### src/rtl/tpe_pkg.sv
// ---------------------------------------------------------------------------
// tpe_pkg
// Shared types and constants for the tree to Prufer code encoder: label width
// and the command and status bundles between controller and datapath.
// ---------------------------------------------------------------------------
package tpe_pkg;

    localparam int LABEL_W = 7;

    typedef struct packed {
        logic ld_capture;
        logic ld_wr_a;
        logic ld_wr_b;
        logic enc_init;
        logic scan_rd;
        logic scan_next;
        logic take_leaf;
        logic no_leaf;
        logic upd_rd;
        logic upd_wr;
        logic emit;
        logic clear_all;
    } t_cmd;

    typedef struct packed {
        logic last_flag;
        logic count_zero;
        logic p_beyond;
        logic is_leaf;
        logic v_ok;
        logic out_free;
        logic final_code;
    } t_status;

endpackage

### src/rtl/tpe_ctrl.sv
// ---------------------------------------------------------------------------
// tpe_ctrl
// Sequencer for edge loading, smallest-leaf scanning, neighbour update and
// code emission. Drives the datapath through a command bundle.
// ---------------------------------------------------------------------------
module tpe_ctrl (
    input  logic            i_clk,
    input  logic            i_rst_n,
    input  logic            i_in_valid,
    input  tpe_pkg::t_status i_sts,
    output logic            o_in_ready,
    output tpe_pkg::t_cmd   o_cmd
);

    localparam logic [3:0] S_IDLE     = 4'd0;
    localparam logic [3:0] S_LD_WA    = 4'd1;
    localparam logic [3:0] S_LD_WB    = 4'd2;
    localparam logic [3:0] S_ENC_INIT = 4'd3;
    localparam logic [3:0] S_SCAN_RD  = 4'd4;
    localparam logic [3:0] S_SCAN_CK  = 4'd5;
    localparam logic [3:0] S_UPD_RD   = 4'd6;
    localparam logic [3:0] S_UPD_WR   = 4'd7;
    localparam logic [3:0] S_EMIT     = 4'd8;
    localparam logic [3:0] S_CLEAR    = 4'd9;

    logic [3:0] r_state;
    logic [3:0] n_state;
    tpe_pkg::t_cmd cmd;

    always_ff @(posedge i_clk) begin
        if (!i_rst_n) begin
            r_state <= S_IDLE;
        end else begin
            r_state <= n_state;
        end
    end

    always_comb begin
        n_state = r_state;
        cmd     = '0;
        unique case (r_state)
            S_IDLE: begin
                if (i_in_valid) begin
                    cmd.ld_capture = 1'b1;
                    n_state        = S_LD_WA;
                end
            end
            S_LD_WA: begin
                cmd.ld_wr_a = 1'b1;
                n_state     = S_LD_WB;
            end
            S_LD_WB: begin
                cmd.ld_wr_b = 1'b1;
                n_state     = i_sts.last_flag ? S_ENC_INIT : S_IDLE;
            end
            S_ENC_INIT: begin
                if (i_sts.count_zero) begin
                    n_state = S_CLEAR;
                end else begin
                    cmd.enc_init = 1'b1;
                    n_state      = S_SCAN_RD;
                end
            end
            S_SCAN_RD: begin
                if (i_sts.p_beyond) begin
                    cmd.no_leaf = 1'b1;
                    n_state     = S_EMIT;
                end else begin
                    cmd.scan_rd = 1'b1;
                    n_state     = S_SCAN_CK;
                end
            end
            S_SCAN_CK: begin
                if (i_sts.is_leaf) begin
                    cmd.take_leaf = 1'b1;
                    n_state       = S_UPD_RD;
                end else begin
                    cmd.scan_next = 1'b1;
                    n_state       = S_SCAN_RD;
                end
            end
            S_UPD_RD: begin
                cmd.upd_rd = 1'b1;
                n_state    = i_sts.v_ok ? S_UPD_WR : S_EMIT;
            end
            S_UPD_WR: begin
                cmd.upd_wr = 1'b1;
                n_state    = S_EMIT;
            end
            S_EMIT: begin
                if (i_sts.out_free) begin
                    cmd.emit = 1'b1;
                    n_state  = i_sts.final_code ? S_CLEAR : S_SCAN_RD;
                end
            end
            S_CLEAR: begin
                cmd.clear_all = 1'b1;
                n_state       = S_IDLE;
            end
            default: begin
                n_state = S_IDLE;
            end
        endcase
    end

    assign o_cmd      = cmd;
    assign o_in_ready = (r_state == S_IDLE);

endmodule

### src/rtl/tpe_datapath.sv
// ---------------------------------------------------------------------------
// tpe_datapath
// Degree and neighbour-xor store with per-entry valid bits, edge and scan
// registers, neighbour update logic and the output register.
// ---------------------------------------------------------------------------
module tpe_datapath #(
    parameter int MAX_NODES = 64
) (
    input  logic                         i_clk,
    input  logic                         i_rst_n,
    input  tpe_pkg::t_cmd                i_cmd,
    output tpe_pkg::t_status             o_sts,
    input  logic [tpe_pkg::LABEL_W-1:0]  i_end_a,
    input  logic [tpe_pkg::LABEL_W-1:0]  i_end_b,
    input  logic                         i_last_edge,
    input  logic                         i_out_ready,
    output logic                         o_out_valid,
    output logic [tpe_pkg::LABEL_W-1:0]  o_code_value,
    output logic                         o_last_code
);

    localparam int LW = tpe_pkg::LABEL_W;
    localparam int WW = 2 * LW;
    localparam int AW = (MAX_NODES > 1) ? $clog2(MAX_NODES) : 1;
    localparam logic [LW-1:0] MAX_LBL = LW'(MAX_NODES);
    localparam logic [LW-1:0] ONE     = LW'(1);
    localparam logic [LW-1:0] TWO     = LW'(2);

    function automatic logic label_ok(input logic [LW-1:0] x);
        return (x != '0) && (x <= MAX_LBL);
    endfunction

    function automatic logic [AW-1:0] idx(input logic [LW-1:0] x);
        logic [LW-1:0] t;
        t = x - ONE;
        return t[AW-1:0];
    endfunction

    // word layout: degree in the upper half, neighbour xor in the lower half
    logic [WW-1:0] r_mem [MAX_NODES];
    logic [MAX_NODES-1:0] r_valid;

    logic [WW-1:0] r_rd0;
    logic [WW-1:0] r_rd1;
    logic          r_vld0;
    logic          r_vld1;
    logic [WW-1:0] r_new_a;

    logic [LW-1:0] r_a;
    logic [LW-1:0] r_b;
    logic          r_last;
    logic [LW-1:0] r_edge_cnt;
    logic [LW-1:0] r_n;
    logic [LW-1:0] r_count;
    logic [LW-1:0] r_k;
    logic [LW-1:0] r_p;
    logic [LW-1:0] r_leaf;
    logic [LW-1:0] r_v;

    logic          r_out_valid;
    logic [LW-1:0] r_out_code;
    logic          r_out_last;

    logic [AW-1:0] rd_addr0;
    logic          rd_en0;
    logic          wr_en;
    logic [AW-1:0] wr_addr;
    logic [WW-1:0] wr_data;
    logic          edge_ok;
    logic [WW-1:0] old_a;
    logic [WW-1:0] new_a;
    logic [WW-1:0] old_b;
    logic [WW-1:0] new_b;
    logic [WW-1:0] old_v;
    logic [LW-1:0] deg_v;
    logic [WW-1:0] new_v;
    logic          final_code;

    // read ports
    always_comb begin
        if (i_cmd.ld_capture) begin
            rd_addr0 = idx(i_end_a);
        end else if (i_cmd.scan_rd) begin
            rd_addr0 = idx(r_p);
        end else begin
            rd_addr0 = idx(r_v);
        end
    end

    assign rd_en0 = i_cmd.ld_capture | i_cmd.scan_rd | i_cmd.upd_rd;

    always_ff @(posedge i_clk) begin
        if (rd_en0) begin
            r_rd0  <= r_mem[rd_addr0];
            r_vld0 <= r_valid[rd_addr0];
        end
        if (i_cmd.ld_capture) begin
            r_rd1  <= r_mem[idx(i_end_b)];
            r_vld1 <= r_valid[idx(i_end_b)];
        end
    end

    // edge load and neighbour update
    assign edge_ok = label_ok(r_a) && label_ok(r_b) && (r_edge_cnt < (MAX_LBL - ONE));
    assign old_a   = r_vld0 ? r_rd0 : '0;
    assign new_a   = {old_a[WW-1:LW] + ONE, old_a[LW-1:0] ^ r_b};
    assign old_b   = (r_a == r_b) ? r_new_a : (r_vld1 ? r_rd1 : '0);
    assign new_b   = {old_b[WW-1:LW] + ONE, old_b[LW-1:0] ^ r_a};

    // leaf entry already dropped when the neighbour is the leaf itself
    assign old_v = ((r_v == r_leaf) || !r_vld0) ? '0 : r_rd0;
    assign deg_v = (old_v[WW-1:LW] != '0) ? (old_v[WW-1:LW] - ONE) : '0;
    assign new_v = {deg_v, old_v[LW-1:0] ^ r_leaf};

    always_comb begin
        wr_en   = 1'b0;
        wr_addr = idx(r_v);
        wr_data = new_v;
        if (i_cmd.ld_wr_a) begin
            wr_en   = edge_ok;
            wr_addr = idx(r_a);
            wr_data = new_a;
        end else if (i_cmd.ld_wr_b) begin
            wr_en   = edge_ok;
            wr_addr = idx(r_b);
            wr_data = new_b;
        end else if (i_cmd.upd_wr) begin
            wr_en = 1'b1;
        end
    end

    always_ff @(posedge i_clk) begin
        if (wr_en) begin
            r_mem[wr_addr] <= wr_data;
        end
    end

    always_ff @(posedge i_clk) begin
        if (!i_rst_n) begin
            r_valid <= '0;
        end else if (i_cmd.clear_all) begin
            r_valid <= '0;
        end else if (wr_en) begin
            r_valid[wr_addr] <= 1'b1;
        end else if (i_cmd.upd_rd) begin
            r_valid[idx(r_leaf)] <= 1'b0;
        end
    end

    always_ff @(posedge i_clk) begin
        if (!i_rst_n) begin
            r_edge_cnt <= '0;
            r_leaf     <= '0;
        end else if (i_cmd.clear_all) begin
            r_edge_cnt <= '0;
            r_leaf     <= '0;
        end else begin
            if (i_cmd.ld_wr_b && edge_ok) begin
                r_edge_cnt <= r_edge_cnt + ONE;
            end
            if (i_cmd.take_leaf) begin
                r_leaf <= r_p;
            end
        end
    end

    always_ff @(posedge i_clk) begin
        if (i_cmd.ld_capture) begin
            r_a    <= i_end_a;
            r_b    <= i_end_b;
            r_last <= i_last_edge;
        end
        if (i_cmd.ld_wr_a) begin
            r_new_a <= new_a;
        end
        if (i_cmd.enc_init) begin
            r_n     <= r_edge_cnt + ONE;
            r_count <= r_edge_cnt - ONE;
            r_k     <= '0;
        end else if (i_cmd.emit) begin
            r_k <= r_k + ONE;
        end
        if (i_cmd.take_leaf) begin
            r_v <= r_rd0[LW-1:0];
        end else if (i_cmd.no_leaf) begin
            r_v <= '0;
        end
        if (i_cmd.enc_init) begin
            r_p <= ONE;
        end else if (i_cmd.scan_next) begin
            r_p <= r_p + ONE;
        end else if (i_cmd.upd_rd) begin
            r_p <= r_leaf + ONE;
        end else if (i_cmd.upd_wr && (deg_v == ONE) && (r_v < r_leaf)) begin
            r_p <= r_v;
        end
    end

    // output register
    assign final_code = ((r_k + ONE) == r_count);

    always_ff @(posedge i_clk) begin
        if (!i_rst_n) begin
            r_out_valid <= 1'b0;
        end else if (i_cmd.emit) begin
            r_out_valid <= 1'b1;
        end else if (i_out_ready) begin
            r_out_valid <= 1'b0;
        end
    end

    always_ff @(posedge i_clk) begin
        if (i_cmd.emit) begin
            r_out_code <= r_v;
            r_out_last <= final_code;
        end
    end

    assign o_out_valid  = r_out_valid;
    assign o_code_value = r_out_code;
    assign o_last_code  = r_out_last;

    assign o_sts.last_flag  = r_last;
    assign o_sts.count_zero = (r_edge_cnt < TWO);
    assign o_sts.p_beyond   = (r_p > r_n);
    assign o_sts.is_leaf    = r_vld0 && (r_rd0[WW-1:LW] == ONE);
    assign o_sts.v_ok       = label_ok(r_v);
    assign o_sts.out_free   = !r_out_valid || i_out_ready;
    assign o_sts.final_code = final_code;

endmodule

### src/rtl/tree_to_prufer_encoder_top.sv
// ---------------------------------------------------------------------------
// tree_to_prufer_encoder_top
// Loads the edges of a labelled tree and emits its Prufer code.
//
// Input channel (i_in_valid / o_in_ready): one edge per beat, labels 1 to
// MAX_NODES; i_last_edge on the final edge starts encoding. Each edge first
// reads both endpoint entries from the store, then writes one endpoint at a
// time through the single write port.
// Output channel (o_out_valid / i_out_ready): N-2 code beats, the final one
// with o_last_code set; a tree of fewer than three vertices gives none.
// Encoding takes a set-up step, then walks the store upward for the smallest
// leaf with a registered read and then a check per entry; a removal adds a
// neighbour read, a neighbour write (for a valid neighbour) and an emit. The
// walk resumes above the removed leaf or drops back to a neighbour that
// became a smaller leaf; the state after the final beat clears the store.
// The code beat sits in an output register: a stalled receiver holds the
// encoder in its emit step, and the next tree's first edge is taken while
// the final code beat still waits. Reset empties the store at once through
// per-entry valid bits, drops any pending beat and returns to edge loading.
// ---------------------------------------------------------------------------
module tree_to_prufer_encoder_top #(
    parameter int MAX_NODES = 64
) (
    input  logic                         i_clk,
    input  logic                         i_rst_n,
    input  logic                         i_in_valid,
    output logic                         o_in_ready,
    input  logic [tpe_pkg::LABEL_W-1:0]  i_end_a,
    input  logic [tpe_pkg::LABEL_W-1:0]  i_end_b,
    input  logic                         i_last_edge,
    output logic                         o_out_valid,
    input  logic                         i_out_ready,
    output logic [tpe_pkg::LABEL_W-1:0]  o_code_value,
    output logic                         o_last_code
);

    tpe_pkg::t_cmd    cmd;
    tpe_pkg::t_status sts;

    tpe_ctrl u_ctrl (
        .i_clk      (i_clk),
        .i_rst_n    (i_rst_n),
        .i_in_valid (i_in_valid),
        .i_sts      (sts),
        .o_in_ready (o_in_ready),
        .o_cmd      (cmd)
    );

    tpe_datapath #(
        .MAX_NODES (MAX_NODES)
    ) u_datapath (
        .i_clk        (i_clk),
        .i_rst_n      (i_rst_n),
        .i_cmd        (cmd),
        .o_sts        (sts),
        .i_end_a      (i_end_a),
        .i_end_b      (i_end_b),
        .i_last_edge  (i_last_edge),
        .i_out_ready  (i_out_ready),
        .o_out_valid  (o_out_valid),
        .o_code_value (o_code_value),
        .o_last_code  (o_last_code)
    );

    a_one_writer: assert property (@(posedge i_clk) disable iff (!i_rst_n)
        $onehot0({cmd.ld_wr_a, cmd.ld_wr_b, cmd.upd_wr}))
        else $error("more than one store write source");

    a_emit_free: assert property (@(posedge i_clk) disable iff (!i_rst_n)
        cmd.emit |-> sts.out_free)
        else $error("code beat loaded over a pending beat");

    a_busy_after_edge: assert property (@(posedge i_clk) disable iff (!i_rst_n)
        (i_in_valid && o_in_ready) |=> !o_in_ready)
        else $error("edge beat accepted while loading");

endmodule

### config.mk
export PLATFORM = sky130hd
export DESIGN_NAME = tree_to_prufer_encoder_top
export DESIGN_NICKNAME = d
export VERILOG_FILES = /design/src/rtl/tpe_pkg.sv /design/src/rtl/tpe_ctrl.sv /design/src/rtl/tpe_datapath.sv /design/src/rtl/tree_to_prufer_encoder_top.sv
export SDC_FILE = /design/constraint.sdc
export NUM_CORES = 2
export LEC_CHECK = 0
export BUFFER_PORTS_ARGS = -buffer_cell sky130_fd_sc_hd__buf_2
export CAP_MARGIN = 10
export CORE_MARGIN = 3
export CORE_UTILIZATION = 35
export DETAILED_ROUTE_END_ITERATION = 6
export PLACE_DENSITY_LB_ADDON = 0.12
export SLEW_MARGIN = 20
export SYNTH_ARGS = -nofsm -noshare
export SYNTH_HDL_FRONTEND = slang
export SYNTH_SLANG_ARGS = --single-unit
### constraint.sdc
create_clock -name i_clk -period 10.5 [get_ports i_clk]
set_input_delay 2.1 -clock i_clk [delete_from_list [all_inputs] [get_ports i_clk]]
set_output_delay 2.1 -clock i_clk [all_outputs]
set_load 0.05 [all_outputs]
; Yosys cells after proc, flatten, opt, wreduce, memory -nomap -nowiden
; Memories as Yosys holds them, arrays and structs flattened. A register that Yosys moved wholly into a read port is not among the register bits.
; Cells that the tools add are included.
[word_totals]
ff_bits = 157
latchBits = 0
ramBits = 896
romBits = 0
in_bits = 19
n_memories = 1
[memory_table]
columns = memory, words, width, read_ports, rd_ports_with_merged_regs, write_ports, line_no
row1 = u_datapath.r_mem, 64, 14, 2, 2, 1, tpe_datapath.sv:40  ; logic [WW-1:0] r_mem [MAX_NODES];
[classes]
add_sub_neg = 15
n_mul = 0
div_mod_pow = 0
order_cmp = 13
n_eq_ne = 16
shifts = 0
mux = 60
bitwise = 9
reduce_logical = 26
[ops]
columns = operator, n
row1 = 2-to-1 mux 64 bit, 2
row2 = 2-to-1 mux 14 bit, 6
row3 = AND 64 bit, 1
row4 = NOT 64 bit, 1
row5 = bitwise OR 64 bit, 1
row6 = adder 7 x 1 -> 7 bit (second input constant), 6
row7 = 2-to-1 mux 7 bit, 6
row8 = subtractor 6 x 1 -> 6 bit (second input constant), 7
row9 = one-hot mux 4 bit (9 select lines), 1
row10 = less-than comparator 6 x 7 -> 1 bit (second input constant), 4
row11 = 2-to-1 mux 1 bit, 28
row12 = nonzero test 7 bit, 4
row13 = 2-to-1 mux 4 bit, 6
row14 = 2-to-1 mux 6 bit, 4
row15 = == test 7 bit, 3
row16 = less-or-equal comparator 7 bit (second input constant), 3
row17 = bitwise XOR 7 bit, 3
row18 = == test 4 x 3 -> 1 bit (second input constant), 4
row19 = == test 7 x 1 -> 1 bit (second input constant), 2
row20 = subtractor 7 x 1 -> 7 bit (second input constant), 2
row21 = binary-select mux 1 bit (select 6 bit), 2
row22 = demux 1 bit (select 6 bit), 2
row23 = >= comparator 6 x 1 -> 1 bit (second input constant), 2
row24 = logical AND 1 bit, 11
row25 = other kinds (18), 28

; Depth between registers and ports, before layout
[logic_depth]
depth_word = 11
depth_mapped = 18
depth_no_buf = 15

; Modules after synthesis
; A second synthesis with hierarchy kept.
[unflattened]
cells_unflattened = 3607
hier_area_um2 = 52824.4
[by_module_without_submodules]
columns = mod, n_inst, cells_per_inst, area_each_um2
row1 = tpe_datapath, 1, 3546, 52382.7
row2 = tpe_ctrl, 1, 61, 441.7

; Least setup slack after synthesis
; OpenSTA, ideal clock, no wires.
[synth_timing]
kind = input to register
startpoint = input port i_end_b[0] (netlist bit)
endpoint = register u_datapath.r_rd1[10] (read register of u_datapath.r_mem) (data pin)
arrival_time_ns = 5.662
required_ns = 10.228
slack_ns = 4.566
cell_stages = 11
path_buffers = 6
cell_sequence = clkbuf_1 > clkbuf_1 > buf_1 > inv_1 > ha_1 > clkbuf_1 > clkbuf_1 > clkbuf_1 > mux4_2 > mux4_2 > mux4_2
[synth_between]
elab_chain_len = 1
[synth_rtl]
columns = element, line_no
row1 = "start, declared", tree_to_prufer_encoder_top.sv:29  ; input logic [tpe_pkg::LABEL_W-1:0] i_end_b,
row2 = subtractor 6 x 1 -> 6 bit, tpe_datapath.sv:35  ; t = x - ONE;
row3 = "end, declared", tpe_datapath.sv:44  ; logic [WW-1:0] r_rd1;
; No other way between the ends.
; A chain may end at the register's enable or synchronous reset.

==> reports/results.txt <==
Crit-path max FO - 57
Post-route DRC - 0
Crit path cell chain - buf_2 > nand2_1 > inv_2 > nor2_1 > a22oi_4 > buf_4 > nand2_8 > buf_4 > nor2_4 > buf_4 > a32oi_1 > a311oi_1 > nor3_2
Minimum clock period after layout - 6.85 ns
Initial detailed-routing violation count - 4,634
Share of layout cells above drive strength 1 - 0.179
Die Width - 394 um
Fin Setup TNS - 0 ns
VDD IR max - 0.163 mV
CP Capture Type - register
Fmax - 0.146 GHz
Total CTS buffers - 130
Status - finished, final reports clean
Nets - 3,851
Yosys synthesis warning count - 0
Root Buffer - clkbuf_16
Worst path slowest cell - a311oi_1
Setup crit end - u_datapath.r_rd0[2]
Via count - 35,700
Avg Cell Area, Syn - 13.8 um2
Simple-gate share of the synthesized area - 0.0934
Post-Syn Area - 52,600 um2
Post-synth EDFFs - 983
Cells after Synth - 3,824
CP startpoint kind - primary input
Tot GR Track Use - 0.247
Delay-heaviest family, CP - buffers and inverters
FP Rows - 141
CTS resizes - 0
Hold_ws - 0.485 ns
Detailed Route WL - 194 mm
Pins over their slew limit - 0
Max-Cap Viols - 0
GPL Wtd Cong - 0.863
DRT Pass-1 Iters - 6
Area growth syn-to-layout - 12.3%
Initial antenna violation count - 17
Min-delay worst type - register to register
Asr flop ratio synth - 0
Clock latency on the worst-skew pair - 0.78 ns
# port buffers - 28
RR Endpoint - u_datapath.r_rd0[2]
Worst setup path class - primary input to register
Post-Synth Adder-Cell Area - 0.00785
Distinct cells, synth - 77
Arr. time, crit path - 7.34 ns
Leakage power - 20.0 nW
Final setup margin - 3.65 ns
WL per Instance - 32.9 um
CP Depth - 13
Clock skew - 0.0369 ns
GRT Residual Overflow - 0
Period utilization - 0.653
Register-to-Register Setup Slack - 4.07 ns
First-pass GRT wire length - 272 mm
Commonest non-fill, non-tap cell in the layout - edfxtp_1
Routed Antenna Nets - 0
CP most frequent cell - buf_4
Initial core utilization - 0.354
Main combinational cell family by area after synthesis - multiplexers
Pin count of the biggest net entering global routing - 123
Compound-gate portion of the synthesized area - 0.0817
Max clock buf depth - 3
Buffers and inverters on the worst path - 5
Detail-routed via count per cell - 6.06
CTS tree - built
Die area - 155,000 um2
FF+latch count, synth - 1,080
CTS clk-pin slew, worst paths - 0.06 ns
I/O pin cnt - 29
Least-Margin Pin Slew - 1.17 ns
Number of global-route vias before repair - 34,700
CTS H-Tree Depth - 4
CP required - 10.99 ns
P per Cell Area - 196 nW/um2
Final setup viols - 0
Crit-path max cell delay - 0.79 ns
Cts-stage hold buffer count - 0
Core area - 149,000 um2
Slew headroom - 0.221
Seq/Total Area, Yosys - 0.598
Mux contribution to synthesized area - 0.171
Most common flop cell mapped by yosys - edfxtp_1
Design Area, Final - 59,000 um2
CP Launch Point - i_in_valid
XOR/XNOR Fraction of Synth Area - 0.0165
Reg2reg start - u_ctrl.r_state[3]
Most frequent cells in the layout - edfxtp_1 (983), nand2_1 (708), mux4_2 (345)
Final HPWL DP - 115 mm
Die height - 394 um
RSZ-0062 raised after global routing - no
Endpoints failing hold - 0
Placed instance area - 55,100 um2
Num Clock Sinks - 1,080
Post-CTS setup buffers - 0
Mapped Nets - 3,876
Pre-CTS WS - 2.94 ns
Register-to-Register Path Depth - 13
-- routing by layer --
| layer | track usage | vias up | share of wire |
|---|---|---|---|
| met5 | 0 | - | 0.00019 |
| met4 | 0.0895 | 6 | 0.038 |
| met3 | 0.0518 | 341 | 0.087 |
| met2 | 0.373 | 1833 | 0.45 |
| met1 | 0.352 | 18700 | 0.43 |
| li1 | - | 14900 | - |
-- state kept, by name, summed over array words and instances (netlist names), 4 cells and up --
name                     cells
u_datapath.r_new_a          14
u_datapath.r_rd1            14
u_datapath.r_count           7
u_datapath.r_leaf            7
u_datapath.r_a               7
u_datapath.o_code_value      7
u_datapath.r_p               7
u_datapath.r_k               7
u_datapath.r_v               7
u_datapath.r_rd0            14
u_datapath.r_mem           896
u_datapath.r_valid          64
u_ctrl.r_state               4
u_datapath.r_edge_cnt        7
u_datapath.r_n               6
u_datapath.r_b               7
-- power by group --
group | switching [mW] | total (mW) | internal [mW]
combinational | 1.55 | 2.11 | 0.564
clock | 1.83 | 4.26 | 2.43
sequential | 0.0718 | 5.22 | 5.14
-- kinds of logic (layout without fill, tap and decap cells) --
family,after synthesis,in the layout
and+or+nand+nor,1119,1119
other,0,1
adders and majority gates,33,33
muxes,467,467
AOI/OAI and AO/OA,630,630
buffers and inverters,396,468
DFF,1080,1080
xor gates and xnor gates,99,99
-- per-stage QoR --
stage,power (mW),cells,utilization
2_1_floorplan,6.45,3824,-
3_3_place_gp,7.40,5669,0.371
3_5_place_dp,7.40,5669,0.371
4_1_cts,11.7,5898,0.398
5_1_grt,12.0,5898,0.398
6_report,11.6,5899,0.398
-- worst min-delay path by stage --
stage	from	to	slack, ns	cells past startpoint
after floorplan	u_datapath.r_k[1]	u_datapath.r_k[1]	0.45	2
after global placement	u_datapath.r_k[1]	u_datapath.r_k[1]	0.47	2
after detailed placement	u_datapath.r_k[1]	u_datapath.r_k[1]	0.48	2
after CTS	u_datapath.r_k[1]	u_datapath.r_k[1]	0.49	2
after global routing	u_datapath.r_k[1]	u_datapath.r_k[1]	0.49	2
final	u_datapath.r_k[1]	u_datapath.r_k[1]	0.49	2
-- final cells by class --
| type | instances | area (um2) |
|---|---|---|
| clock inverters | 55 | 440 |
| diodes | 1 | 2.50 |
| flip-flops and latches | 1080 | 31500 |
| clock buffers | 174 | 3490 |
| repair buffers | 115 | 891 |
| fillers | 13900 | 89500 |
| inverters | 124 | 465 |
| multi-input cells | 2348 | 19800 |
| well taps | 2002 | 2500 |
-- worst register-to-register path: cells and delay by family (launching register included) --
family | cells | cell delay (ns)
simple gates | 6 | 2.04
flops | 1 | 0.49
compound gates | 3 | 1.20
buf+inv | 4 | 2.40
-- synthesized netlist by cell type, drive strengths merged (8+ instances only) --
cell,instances,share of area
edfxtp,983,0.56
nand2,711,0.051
mux4,345,0.15
clkbuf,176,0.013
a21oi,167,0.016
inv,123,0.0088
nand3,123,0.012
mux2i,121,0.023
o21ai,99,0.0094
a32oi,98,0.016
nor2,98,0.0074
dfxtp,97,0.037
buf,96,0.0098
a31oi,74,0.0088
and3,67,0.0080
xnor2,54,0.0090
a211oi,49,0.0071
nor3,45,0.0056
xor2,45,0.0075
ha,33,0.0079
a311oi,27,0.0045
o311ai,17,0.0028
o311a,14,0.0027
a22o,13,0.0022
a32o,13,0.0025
nand4,12,0.0014
a22oi,11,0.0018
and2,11,0.0013
a222oi,8,0.0015
nand2b,8,0.00095
nor4,8,0.0012
or3,8,0.00095
Power figures use the tool's default switching activity.
